==> src/rtl/stack_register_instruction_executor_assert.svh <==
// Assertion macros shared by the stack register instruction executor RTL.
`ifndef STACK_REGISTER_INSTRUCTION_EXECUTOR_ASSERT_SVH
`define STACK_REGISTER_INSTRUCTION_EXECUTOR_ASSERT_SVH

// Same-cycle implication, sampled on clk, off while rst_n is low.
`define SRIE_ASSERT_NOW(label, ante, cons, msg) \
  label: assert property (@(posedge clk) disable iff (!rst_n) (ante) |-> (cons)) \
    else $error(msg);

// Next-cycle implication, sampled on clk, off while rst_n is low.
`define SRIE_ASSERT_NEXT(label, ante, cons, msg) \
  label: assert property (@(posedge clk) disable iff (!rst_n) (ante) |=> (cons)) \
    else $error(msg);

`endif

==> src/rtl/srie_pkg.sv <==
// Package: widths, opcodes and status codes of the stack register instruction executor.
`timescale 1ns / 1ps
package srie_pkg;

  localparam int STACK_DEPTH_DEF = 64;
  localparam int NUM_REGS        = 4;
  localparam int REG_SEL_W       = $clog2(NUM_REGS);
  localparam int KIND_W          = 8;
  localparam int REG_IDX_W       = 3;
  localparam int VALUE_W         = 32;
  localparam int TARGET_W        = 16;
  localparam int STATUS_W        = 3;

  // Opcodes
  localparam logic [KIND_W-1:0] OP_PUSH_REG = 8'd0;
  localparam logic [KIND_W-1:0] OP_PUSH_IMM = 8'd1;
  localparam logic [KIND_W-1:0] OP_POP_REG  = 8'd2;
  localparam logic [KIND_W-1:0] OP_ADD      = 8'd3;
  localparam logic [KIND_W-1:0] OP_MOVE     = 8'd4;
  localparam logic [KIND_W-1:0] OP_JUMP     = 8'd7;

  typedef enum logic [STATUS_W-1:0] {
    ST_OK        = 3'd0,
    ST_HALTED    = 3'd1,
    ST_OVERFLOW  = 3'd2,
    ST_UNDERFLOW = 3'd3,
    ST_BADREG    = 3'd4
  } status_t;

  typedef logic [VALUE_W-1:0] value_t;

endpackage

==> src/rtl/srie_in_if.sv <==
// Interface: instruction channel (valid/ready plus decoded instruction fields).
`timescale 1ns / 1ps
interface srie_in_if;
  import srie_pkg::*;

  logic                        valid;
  logic                        ready;
  logic [KIND_W-1:0]           kind;
  logic [REG_IDX_W-1:0]        reg_a;
  logic [REG_IDX_W-1:0]        reg_b;
  logic signed [VALUE_W-1:0]   immediate;
  logic [TARGET_W-1:0]         jump_target;

  modport source (output valid, kind, reg_a, reg_b, immediate, jump_target, input ready);
  modport sink   (input valid, kind, reg_a, reg_b, immediate, jump_target, output ready);
endinterface

==> src/rtl/srie_out_if.sv <==
// Interface: result channel (valid/ready plus status, jump report and registers).
`timescale 1ns / 1ps
interface srie_out_if;
  import srie_pkg::*;

  logic                        valid;
  logic                        ready;
  logic [STATUS_W-1:0]         status;
  logic                        jump_taken;
  logic [TARGET_W-1:0]         jump_address;
  logic signed [VALUE_W-1:0]   reg0_value;
  logic signed [VALUE_W-1:0]   reg1_value;
  logic signed [VALUE_W-1:0]   reg2_value;
  logic signed [VALUE_W-1:0]   reg3_value;

  modport source (output valid, status, jump_taken, jump_address,
                  reg0_value, reg1_value, reg2_value, reg3_value, input ready);
  modport sink   (input valid, status, jump_taken, jump_address,
                  reg0_value, reg1_value, reg2_value, reg3_value, output ready);
endinterface

==> src/rtl/srie_ram.sv <==
// Generic single-write, single-read RAM with registered read data.
`timescale 1ns / 1ps
module srie_ram #(
  parameter int WIDTH = 32,
  parameter int DEPTH = 64
) (
  input  logic                     clk,
  input  logic                     we,
  input  logic [$clog2(DEPTH)-1:0] waddr,
  input  logic [WIDTH-1:0]         wdata,
  input  logic [$clog2(DEPTH)-1:0] raddr,
  output logic [WIDTH-1:0]         rdata
);

  logic [WIDTH-1:0] mem [DEPTH];

  // Write port and registered read port
  always_ff @(posedge clk) begin
    if (we) begin
      mem[waddr] <= wdata;
    end
    rdata <= mem[raddr];
  end

endmodule

==> src/rtl/stack_register_instruction_executor.sv <==
// Top level: executes one decoded instruction per transaction on four registers and a stack.
`timescale 1ns / 1ps
// Executes one decoded instruction per transaction against four 32-bit Q16.16
// registers and a value stack of STACK_DEPTH entries, and returns one result
// per instruction: a status code, the jump report and all four registers after
// the step. Throughput is one instruction per clock while the result channel
// is not stalled. The instruction is held in an input register and executed
// into the result register, so one instruction can be taken while a result is
// still waiting at the output. The stack lives in a RAM with registered read;
// its top entry is kept in a register and the entry below it is prefetched,
// which lets pops run back to back. The stack needs no clearing after reset.
// An undefined opcode halts the block until reset; from then on each
// instruction answers "halted" and changes nothing.
module stack_register_instruction_executor #(
  parameter int STACK_DEPTH = srie_pkg::STACK_DEPTH_DEF
) (
  input logic       clk,
  input logic       rst_n,
  srie_in_if.sink   in_ch,
  srie_out_if.source out_ch
);
  import srie_pkg::*;

  localparam int CW = $clog2(STACK_DEPTH + 1);
  localparam int AW = $clog2(STACK_DEPTH);

  // Input register
  logic                  in_v_r;
  logic [KIND_W-1:0]     kind_r;
  logic [REG_IDX_W-1:0]  ra_r;
  logic [REG_IDX_W-1:0]  rb_r;
  value_t                imm_r;
  logic [TARGET_W-1:0]   tgt_r;

  // Result register
  logic                  out_v_r;
  status_t               status_r, status_nxt;
  logic                  jt_r, jt_nxt;
  logic [TARGET_W-1:0]   ja_r, ja_nxt;

  // Architectural state
  value_t                regs_r [NUM_REGS];
  value_t                regs_nxt [NUM_REGS];
  logic [CW-1:0]         cnt_r, cnt_nxt;
  value_t                tos_r, tos_nxt;
  logic                  halted_r, halted_nxt;

  // Stack RAM port
  logic                  ram_we;
  logic [AW-1:0]         ram_waddr;
  value_t                ram_wdata;
  logic [AW-1:0]         ram_raddr;
  value_t                ram_rdata;

  logic                  exec;
  logic                  a_ok, b_ok;
  logic                  full, empty;
  value_t                val_a, val_b;

  // Handshake: execute when the result slot is free or being emptied
  assign exec        = in_v_r && (!out_v_r || out_ch.ready);
  assign in_ch.ready = !in_v_r || exec;

  assign a_ok  = ra_r < REG_IDX_W'(NUM_REGS);
  assign b_ok  = rb_r < REG_IDX_W'(NUM_REGS);
  assign full  = cnt_r == CW'(STACK_DEPTH);
  assign empty = cnt_r == '0;
  assign val_a = regs_r[ra_r[REG_SEL_W-1:0]];
  assign val_b = regs_r[rb_r[REG_SEL_W-1:0]];

  // Instruction execute
  always_comb begin
    regs_nxt   = regs_r;
    cnt_nxt    = cnt_r;
    tos_nxt    = tos_r;
    halted_nxt = halted_r;
    status_nxt = ST_OK;
    jt_nxt     = 1'b0;
    ja_nxt     = '0;
    ram_we     = 1'b0;
    ram_waddr  = cnt_r[AW-1:0];
    ram_wdata  = val_a;
    if (exec) begin
      if (halted_r) begin
        status_nxt = ST_HALTED;
      end else begin
        unique case (kind_r)
          OP_PUSH_REG, OP_PUSH_IMM: begin
            ram_wdata = (kind_r == OP_PUSH_IMM) ? imm_r : val_a;
            if (kind_r == OP_PUSH_REG && !a_ok) begin
              status_nxt = ST_BADREG;
            end else if (full) begin
              status_nxt = ST_OVERFLOW;
            end else begin
              ram_we  = 1'b1;
              tos_nxt = ram_wdata;
              cnt_nxt = cnt_r + CW'(1);
            end
          end
          OP_POP_REG: begin
            if (!a_ok) begin
              status_nxt = ST_BADREG;
            end else if (empty) begin
              status_nxt = ST_UNDERFLOW;
            end else begin
              regs_nxt[ra_r[REG_SEL_W-1:0]] = tos_r;
              tos_nxt = ram_rdata;  // entry below the top, fetched last cycle
              cnt_nxt = cnt_r - CW'(1);
            end
          end
          OP_ADD: begin
            if (!a_ok || !b_ok) begin
              status_nxt = ST_BADREG;
            end else begin
              regs_nxt[ra_r[REG_SEL_W-1:0]] = val_a + val_b;  // wraps mod 2^32
            end
          end
          OP_MOVE: begin
            if (!a_ok || !b_ok) begin
              status_nxt = ST_BADREG;
            end else begin
              regs_nxt[ra_r[REG_SEL_W-1:0]] = val_b;
            end
          end
          OP_JUMP: begin
            jt_nxt = 1'b1;
            ja_nxt = tgt_r;
          end
          default: begin
            halted_nxt = 1'b1;
            status_nxt = ST_HALTED;
          end
        endcase
      end
    end
  end

  // Prefetch the entry below the new top so a following pop finds it
  always_comb begin
    ram_raddr = '0;
    if (cnt_nxt >= CW'(2)) begin
      ram_raddr = AW'(cnt_nxt - CW'(2));
    end
  end

  srie_ram #(
    .WIDTH (VALUE_W),
    .DEPTH (STACK_DEPTH)
  ) u_stack_ram (
    .clk   (clk),
    .we    (ram_we),
    .waddr (ram_waddr),
    .wdata (ram_wdata),
    .raddr (ram_raddr),
    .rdata (ram_rdata)
  );

  // Control state, registers and result valid
  always_ff @(posedge clk) begin
    if (!rst_n) begin
      in_v_r   <= 1'b0;
      out_v_r  <= 1'b0;
      cnt_r    <= '0;
      halted_r <= 1'b0;
      for (int i = 0; i < NUM_REGS; i++) begin
        regs_r[i] <= '0;
      end
    end else begin
      in_v_r   <= (in_ch.valid && in_ch.ready) || (in_v_r && !exec);
      cnt_r    <= cnt_nxt;
      halted_r <= halted_nxt;
      regs_r   <= regs_nxt;
      if (exec) begin
        out_v_r <= 1'b1;
      end else if (out_ch.ready) begin
        out_v_r <= 1'b0;
      end
    end
  end

  // Payload registers
  always_ff @(posedge clk) begin
    tos_r <= tos_nxt;
    if (in_ch.valid && in_ch.ready) begin
      kind_r <= in_ch.kind;
      ra_r   <= in_ch.reg_a;
      rb_r   <= in_ch.reg_b;
      imm_r  <= in_ch.immediate;
      tgt_r  <= in_ch.jump_target;
    end
    if (exec) begin
      status_r <= status_nxt;
      jt_r     <= jt_nxt;
      ja_r     <= ja_nxt;
    end
  end

  // Registers change only on execute, which also reloads the result register
  assign out_ch.valid        = out_v_r;
  assign out_ch.status       = status_r;
  assign out_ch.jump_taken   = jt_r;
  assign out_ch.jump_address = ja_r;
  assign out_ch.reg0_value   = regs_r[0];
  assign out_ch.reg1_value   = regs_r[1];
  assign out_ch.reg2_value   = regs_r[2];
  assign out_ch.reg3_value   = regs_r[3];

  // Checks
  `include "stack_register_instruction_executor_assert.svh"

  `SRIE_ASSERT_NOW(a_count_bound, 1'b1, cnt_r <= CW'(STACK_DEPTH), "stack count above depth")
  `SRIE_ASSERT_NEXT(a_halt_sticky, halted_r, halted_r, "halt flag cleared without reset")
  `SRIE_ASSERT_NOW(a_overflow_full, out_v_r && status_r == ST_OVERFLOW, full, "overflow while not full")
  `SRIE_ASSERT_NOW(a_jump_ok, out_v_r && jt_r, status_r == ST_OK && !halted_r, "bad jump report")

endmodule

==> src/flat_wrapper.sv <==
// flat-port wrapper written by rule: the top's interface ports become plain ports
module stack_register_instruction_executor_flat import srie_pkg::*;
#(
  parameter int STACK_DEPTH = srie_pkg::STACK_DEPTH_DEF
)
  (clk, rst_n, in_ch_valid, in_ch_kind, in_ch_reg_a, in_ch_reg_b, in_ch_immediate, in_ch_jump_target, in_ch_ready, out_ch_valid, out_ch_status, out_ch_jump_taken, out_ch_jump_address, out_ch_reg0_value, out_ch_reg1_value, out_ch_reg2_value, out_ch_reg3_value, out_ch_ready);
  srie_in_if in_ch_i ();
  srie_out_if out_ch_i ();
  input logic clk;
  input logic rst_n;
  input wire logic [$bits(in_ch_i.valid)-1:0] in_ch_valid;
  input wire logic [$bits(in_ch_i.kind)-1:0] in_ch_kind;
  input wire logic [$bits(in_ch_i.reg_a)-1:0] in_ch_reg_a;
  input wire logic [$bits(in_ch_i.reg_b)-1:0] in_ch_reg_b;
  input wire logic [$bits(in_ch_i.immediate)-1:0] in_ch_immediate;
  input wire logic [$bits(in_ch_i.jump_target)-1:0] in_ch_jump_target;
  output wire logic [$bits(in_ch_i.ready)-1:0] in_ch_ready;
  output wire logic [$bits(out_ch_i.valid)-1:0] out_ch_valid;
  output wire logic [$bits(out_ch_i.status)-1:0] out_ch_status;
  output wire logic [$bits(out_ch_i.jump_taken)-1:0] out_ch_jump_taken;
  output wire logic [$bits(out_ch_i.jump_address)-1:0] out_ch_jump_address;
  output wire logic [$bits(out_ch_i.reg0_value)-1:0] out_ch_reg0_value;
  output wire logic [$bits(out_ch_i.reg1_value)-1:0] out_ch_reg1_value;
  output wire logic [$bits(out_ch_i.reg2_value)-1:0] out_ch_reg2_value;
  output wire logic [$bits(out_ch_i.reg3_value)-1:0] out_ch_reg3_value;
  input wire logic [$bits(out_ch_i.ready)-1:0] out_ch_ready;
  assign in_ch_i.valid = in_ch_valid;
  assign in_ch_i.kind = in_ch_kind;
  assign in_ch_i.reg_a = in_ch_reg_a;
  assign in_ch_i.reg_b = in_ch_reg_b;
  assign in_ch_i.immediate = in_ch_immediate;
  assign in_ch_i.jump_target = in_ch_jump_target;
  assign in_ch_ready = in_ch_i.ready;
  assign out_ch_valid = out_ch_i.valid;
  assign out_ch_status = out_ch_i.status;
  assign out_ch_jump_taken = out_ch_i.jump_taken;
  assign out_ch_jump_address = out_ch_i.jump_address;
  assign out_ch_reg0_value = out_ch_i.reg0_value;
  assign out_ch_reg1_value = out_ch_i.reg1_value;
  assign out_ch_reg2_value = out_ch_i.reg2_value;
  assign out_ch_reg3_value = out_ch_i.reg3_value;
  assign out_ch_i.ready = out_ch_ready;
  stack_register_instruction_executor #(.STACK_DEPTH(STACK_DEPTH)) u_core (.clk(clk), .rst_n(rst_n), .in_ch(in_ch_i), .out_ch(out_ch_i));
endmodule
==> config.mk <==
export PLATFORM = sky130hd
export DESIGN_NAME = stack_register_instruction_executor_flat
export DESIGN_NICKNAME = d
export VERILOG_FILES = /design/src/rtl/srie_pkg.sv /design/src/rtl/srie_in_if.sv /design/src/rtl/srie_out_if.sv /design/src/rtl/srie_ram.sv /design/src/rtl/stack_register_instruction_executor.sv /design/src/flat_wrapper.sv
export VERILOG_INCLUDE_DIRS = /design/src /design/src/rtl
export SDC_FILE = /design/constraint.sdc
export NUM_CORES = 2
export LEC_CHECK = 0
export ABC_AREA = 1
export CAP_MARGIN = 20
export CELL_PAD_IN_SITES_DETAIL_PLACEMENT = 1
export CELL_PAD_IN_SITES_GLOBAL_PLACEMENT = 1
export CORE_MARGIN = 3
export CORE_UTILIZATION = 37
export CTS_CLUSTER_DIAMETER = 100
export DETAILED_ROUTE_END_ITERATION = 10
export DONT_BUFFER_PORTS = 1
export PLACE_DENSITY = 0.69
export SLEW_MARGIN = 20
export SYNTH_ARGS = -nofsm -noshare
export SYNTH_HDL_FRONTEND = slang
export SYNTH_SLANG_ARGS = --single-unit
export TNS_END_PERCENT = 30
==> constraint.sdc <==
create_clock -name clk -period 10 [get_ports clk]
set_input_delay 2 -clock clk [delete_from_list [all_inputs] [get_ports clk]]
set_output_delay 2 -clock clk [all_outputs]
set_load 0.02 [all_outputs]
# Word-level counts from Yosys, hierarchy flattened
# Memories as Yosys holds them, arrays and structs flattened. A register that Yosys moved wholly into a read port is not among the register bits.
# Cells that the tools add are included.
word_totals:
  regBits: 252
  memories: 1
  in_bits: 66
  mem_bits_rw: 2048
op_classes:
  n_mux: 51
  addsub: 4
  bitwise_logic: 4
  n_eq_ne: 12
  n_reduce_logical: 25
  n_lt_le_gt_ge: 6
mem_list:
  columns: ["name", "words", "word_bits", "rd", "rd_clocked_by_memory_dff", "wr", "line_no", "rtl"]
  rows:
  - ["u_core.u_stack_ram.mem", 64, 32, 1, 1, 1, "srie_ram.sv:15", "logic [WIDTH-1:0] mem [DEPTH];"]
ops:
  columns: ["cell", "count"]
  rows:
  - ["$mux W128", 4]
  - ["$mux W32", 13]
  - ["$bwmux W128", 3]
  - ["$pmux W128 S3", 1]
  - ["$bmux W32 S2", 2]
  - ["$demux W32 S2", 1]
  - ["$pmux W32 S2", 1]
  - ["$mux W7", 6]
  - ["$add A32 B32 Y32", 1]
  - ["$eq A8 B2 Y1 const B", 2]
  - ["$eq A8 B3 Y1 const B", 2]
  - ["$pmux W7 S2", 1]
  - ["$reduce_and A7 Y1", 2]
  - ["$mux W1", 12]
  - ["$pmux W3 S4", 1]
  - ["$ne A2 B2 Y1 const B", 5]
  - ["$mux W3", 3]
  - ["$eq A8 B1 Y1 const B", 1]
  - ["$logic_not A8 Y1", 1]
  - ["$add A7 B1 Y7 const B", 1]
  - ["$eq A7 B7 Y1 const B", 1]
  - ["$ge A7 B2 Y1 const B", 1]
  - ["$logic_not A7 Y1", 1]
  - ["$sub A7 B1 Y7 const B", 1]
  - ["16 further kinds", 35]

# Logic depth before layout (Yosys ltp)
depth:
  ltp_word: 9
  mapped_depth: 26
  depth_no_buf: 24

# Hierarchy
# From an unflattened synthesis, not the netlist that was laid out.
hier_totals:
  cells_unflattened: 9718
  hier_area_um2: 101571.2
by_module_without_submodules:
  columns: ["module", "instances", "cells_per_inst", "area_per_inst_um2", "seq_area_each_um2"]
  rows:
  - ["srie_ram", 1, 6769, 82738.1, 62139.6]
  - ["stack_register_instruction_executor", 1, 2949, 18833.1, 6185.9]

# Worst setup path before layout
# No wires, ideal clock.
synth_path:
  path_kind: "in2reg"
  from: "input port out_ch_ready"
  to: "memory u_core.u_stack_ram.mem[0][26], data pin"
  required_ns: 9.298
  path_stages: 7
  setup_slack_ns: 3.734
  arrival_ns: 5.565
  cell_sequence: "inv_1 > a21oi_4 > nand2_2 > clkinv_1 > clkbuf_1 > buf_1 > o21ai_0"
synth_between:
  elab_chain_len: 3
synth_rtl:
  columns: ["element", "line_no", "rtl"]
  rows:
  - ["from (decl)", "flat_wrapper.sv:26", "input wire logic [$bits(out_ch_i.ready)-1:0] out_ch_ready;"]
  - ["$logic_or A1 B1 Y1", "stack_register_instruction_executor.sv:61", "assign exec = in_v_r && (!out_v_r || out_ch.ready);"]
  - ["$logic_and A1 B1 Y1", "stack_register_instruction_executor.sv:61", null]
  - ["net u_core.exec", "stack_register_instruction_executor.sv:55", "logic exec;"]
  - ["$mux W32", "stack_register_instruction_executor.sv:83", "if (exec) begin"]
  - ["net u_core.ram_wdata[26]", "stack_register_instruction_executor.sv:51", "value_t ram_wdata;"]
  - ["to (decl)", "srie_ram.sv:15", null]
# The timed path passes the listed nets, and every way through them passes these cells.

# Worst setup path in the final report
layout_path:
  from: "input port out_ch_ready"
  to: "register u_core.u_stack_ram.rdata[1], read port of u_core.u_stack_ram.mem"
layout_between:
  elab_chain_len: 5
layout_rtl:
  columns: ["element", "line_no", "rtl"]
  rows:
  - ["$logic_or A1 B1 Y1 *", "stack_register_instruction_executor.sv:61", null]
  - ["$logic_and A1 B1 Y1 *", "stack_register_instruction_executor.sv:61", null]
  - ["net u_core.exec", "stack_register_instruction_executor.sv:55", null]
  - ["$mux W7 *", "stack_register_instruction_executor.sv:83", null]
  - ["$sub A6 B2 Y6 / $ge A7 B2 Y1 (equally long branches)", "stack_register_instruction_executor.sv:142, stack_register_instruction_executor.sv:141", null]
  - ["$mux W6 *", "stack_register_instruction_executor.sv:141", "if (cnt_nxt >= CW'(2)) begin"]
  - ["to (decl)", "srie_ram.sv:12", "output logic [WIDTH-1:0] rdata"]
# Mark *: on every way through the listed nets, which the timed path passes. The rest lies on a longest branch.
# A chain may end at the register's enable or synchronous reset.

==> impl_results.md <==
- Status: complete, no violations
- Met3 Use GR: 0.04943
- Async SR Flop Fraction: 0
- DR WL/cell: 27.50 µm
- Clk pwr share: 0.472
- First-pass GRT wire length: 557.5 mm
- Mapped Area: 0.1066 mm²
- Root Buffer: clkbuf_16
- Count leader, synth: edfxtp_1
- Area of the multi-input gates: between 0.03 and 0.04 mm²
- Total negative slack: 0 ns
- PortBufs: 0
- Actual slew at the worst max-slew pin: ~1.1 ns
- Vias: 81230
- Placeable Area: 0.2859 mm²
- Worst hold path type: reg -> reg
- Die Area: approximately 0.29 mm²
- Grt total ovfl: 0
- Switching Share: 0.2086
- Rel. slew slack: 0.2375
- CTS H-tree lvls: 5
- Vias in the first global route: 82910
- Synth warnings: 0
- Crit path capture type: flip-flop
- Synth top cells by count: 2162 x edfxtp_1, 1769 x nand3_1, 1615 x nand2_1
- Met1 Use GR: 0.3371
- Post-Syn Instances: roughly 10000
- Sequential Power Share: 0.513
- Hold_buf cts: 0
- Hold Path Origin: u_core.in_v_r
- Setup violators final: 0
- Worst Setup Start Kind: input port
- PwrDens: 172.5 mW/mm²
- Die width: 542.7 µm
- Fillers: 31130
- Post-cts sizing count: 0
- Max cap viols: 0
- Router iterations before antenna repair: 6
- Most used flip-flop cell after synthesis: edfxtp_1
- Unique cell type count in the Yosys netlist: 59
- Sequential cell area: 0.06833 mm²
- Post-synth EDFFs: 2162
- Final ANT Viol Nets: 0
- Internal Pwr Total: 16.29 mW
- CTS tree: built
- Comb pwr share: 0.014
- Register area share after synthesis: 0.6410
- Final hold vios: 0
- Area grow syn2layout: 11.95%
- Crit path from: out_ch_ready
- GR Util met2: 0.4085
- Ratio of cells with drive above 1 in the final layout: 0.1034
- Final period utilization: 0.7312
- FP Rows: 196
- Fmax: roughly 140 MHz
- Mean Syn Cell Area: 10.51 µm²
- FF+latch count, synth: 2332
- Lkg Pwr: 44.85 nW
- Clk_lat worst skew: 0.96 ns
- Routed wire length: 382.2 mm
- Worst-path clk slew: 0.05 ns
- Syn Nets: 10240
- Drt drc: 0
- Share of the synthesized area in the top cell type: 0.6091
- NumNets Final: 10030
- Area leader, netlist: edfxtp_1
- RSZ-0062 raised after global routing: no
- Arrival time worst endpoint: 8.06 ns
- Crit path time final: 7.312 ns
- Clock Path Buffers: 4
- Worst vdd ir: 0.1875 mV
- CP required: 10.75 ns
- Total setup buffers inserted after CTS: 0
- Initial Utilization: 0.3728
- Top Ports: 216
- CTS sink count: approximately 2300
- DRT iter0 DRCs: 8925
- Hpwl dp: around 210 mm
- DR vias/cell: 5.844
- GRT busiest layer: met2
- Sw Pwr: 4.295 mW
- GPL Wtd Cong: 0.9068
- Initial antenna violation count: 16
- Total power: 20.59 mW
- Top cells by area, synth: edfxtp_1 61%, nand3_1 8.3%, nand2_1 5.7%, inv_1 4.1%, dfxtp_1 3.2%
- Total global-route track usage: 0.2511
- Die Y: roughly 540 µm
- Crit-path max FO: 92
- Worst hold slack: 0.5205 ns
- Worst r2r src: u_core.out_ch.valid
- Final Max Slew Viols: 0
- Total CTS buffers: between 200 and 300
- Largest net degree at the start of global routing: 182
- Clock skew: 0.1108 ns
- Critical path type: in -> reg
[layer usage]
layer | part of all wire | routed length, µm
met1 | 0.41 | 158500
met2 | 0.46 | 176600
met3 | 0.091 | 34900
met4 | 0.032 | 12130
met5 | 0.00019 | 72
[worst max-delay path, stage by stage]
cell and delay (ns):
inv_1 0.07, a21oi_4 0.12, buf_4 0.33, nand2_2 0.60, inv_2 0.26, buf_4 0.64
nand2_1 0.12, nand3_1 0.14, nor2_2 0.05, nand3_4 0.30, nand2_8 0.59, inv_8 0.90
buf_12 0.60, nand3_1 0.19, nand3_1 0.14, nand3_1 0.15, nand3_1 0.43, nand2_1 0.19
[power groups by stage]
stage	logic (mW)	clock network, mW	registers [mW]
2_1_floorplan	0.187	0	10.7
3_3_place_gp	0.279	0	10.8
3_5_place_dp	0.287	0	10.8
4_1_cts	0.289	9.84	10.6
5_1_grt	0.315	10.2	10.6
6_report	0.295	9.72	10.6
[area by class of cell]
type / instances / share of cell area
inverter: 1180 / 0.03744
multi-input combinational: 5929 / 0.2635
clock buffer: 368 / 0.06357
antenna: 8 / 0.0001678
tap: 3762 / 0.03945
timing repair buffer: 206 / 0.01535
clock inverter: 114 / 0.007906
sequential: 2332 / 0.5726
[sequential cells by signal (all words and copies together) (netlist names), 7 cells and up, named ones only]
name and flops:
u_core.out_ch.jump_address 16, u_core.kind_r 8, u_core.imm_r 32, u_core.cnt_r 7, u_core.tgt_r 16, u_core.u_stack_ram.mem 2048
u_core.tos_r 32, u_core.u_stack_ram.rdata 32
[cells in the final DEF, fill, tap and decap left out, types with 65 or more instances in the layout]
cell	n
a21oi_1	230
a31oi_1	67
buf_4	182
clkbuf_1	70
clkbuf_16	286
dfxtp_1	170
edfxtp_1	2162
inv_1	1148
nand2_1	1613
nand3_1	1769
nand3b_1	352
nor2_1	517
nor2_4	65
o2111ai_1	268
o211ai_1	67
o21ai_0	318
or2_2	309
[per-stage QoR]
stage / setup WS, ns / instance area [µm²] / utilization / cells
6_report: 2.688 / 119300 / 0.4173 / 13900
5_1_grt: 2.313 / 119300 / 0.4172 / 13890
4_1_cts: 2.733 / 119300 / 0.4171 / 13890
3_5_place_dp: 1.793 / 110800 / 0.3873 / 13410
3_3_place_gp: 1.947 / 110700 / 0.3873 / 13410
2_1_floorplan: 3.734 / 106600 / - / 10140
[final timing paths]
path | to | slack [ns] | depth (start not counted)
worst max-delay path | u_core.u_stack_ram.rdata[1] | 2.69 | 18
worst min-delay path | u_core.out_ch.valid | 0.52 | 2
worst max register to register | u_core.u_stack_ram.rdata[1] | 3.42 | 17
worst min register to register | u_core.out_ch.valid | 0.52 | 2
[cell families after synthesis]
family | count (synthesis) | share of synthesized area
adders and majority gates | 35 | 0.004179
DFF | 2332 | 0.6410
xor gates and xnor gates | 25 | 0.002054
and+or+nand+nor | 4692 | 0.2077
buffers and inverters | 1881 | 0.07298
AOI/OAI and AO/OA | 1177 | 0.07206
(Power assumes the default switching activity.)
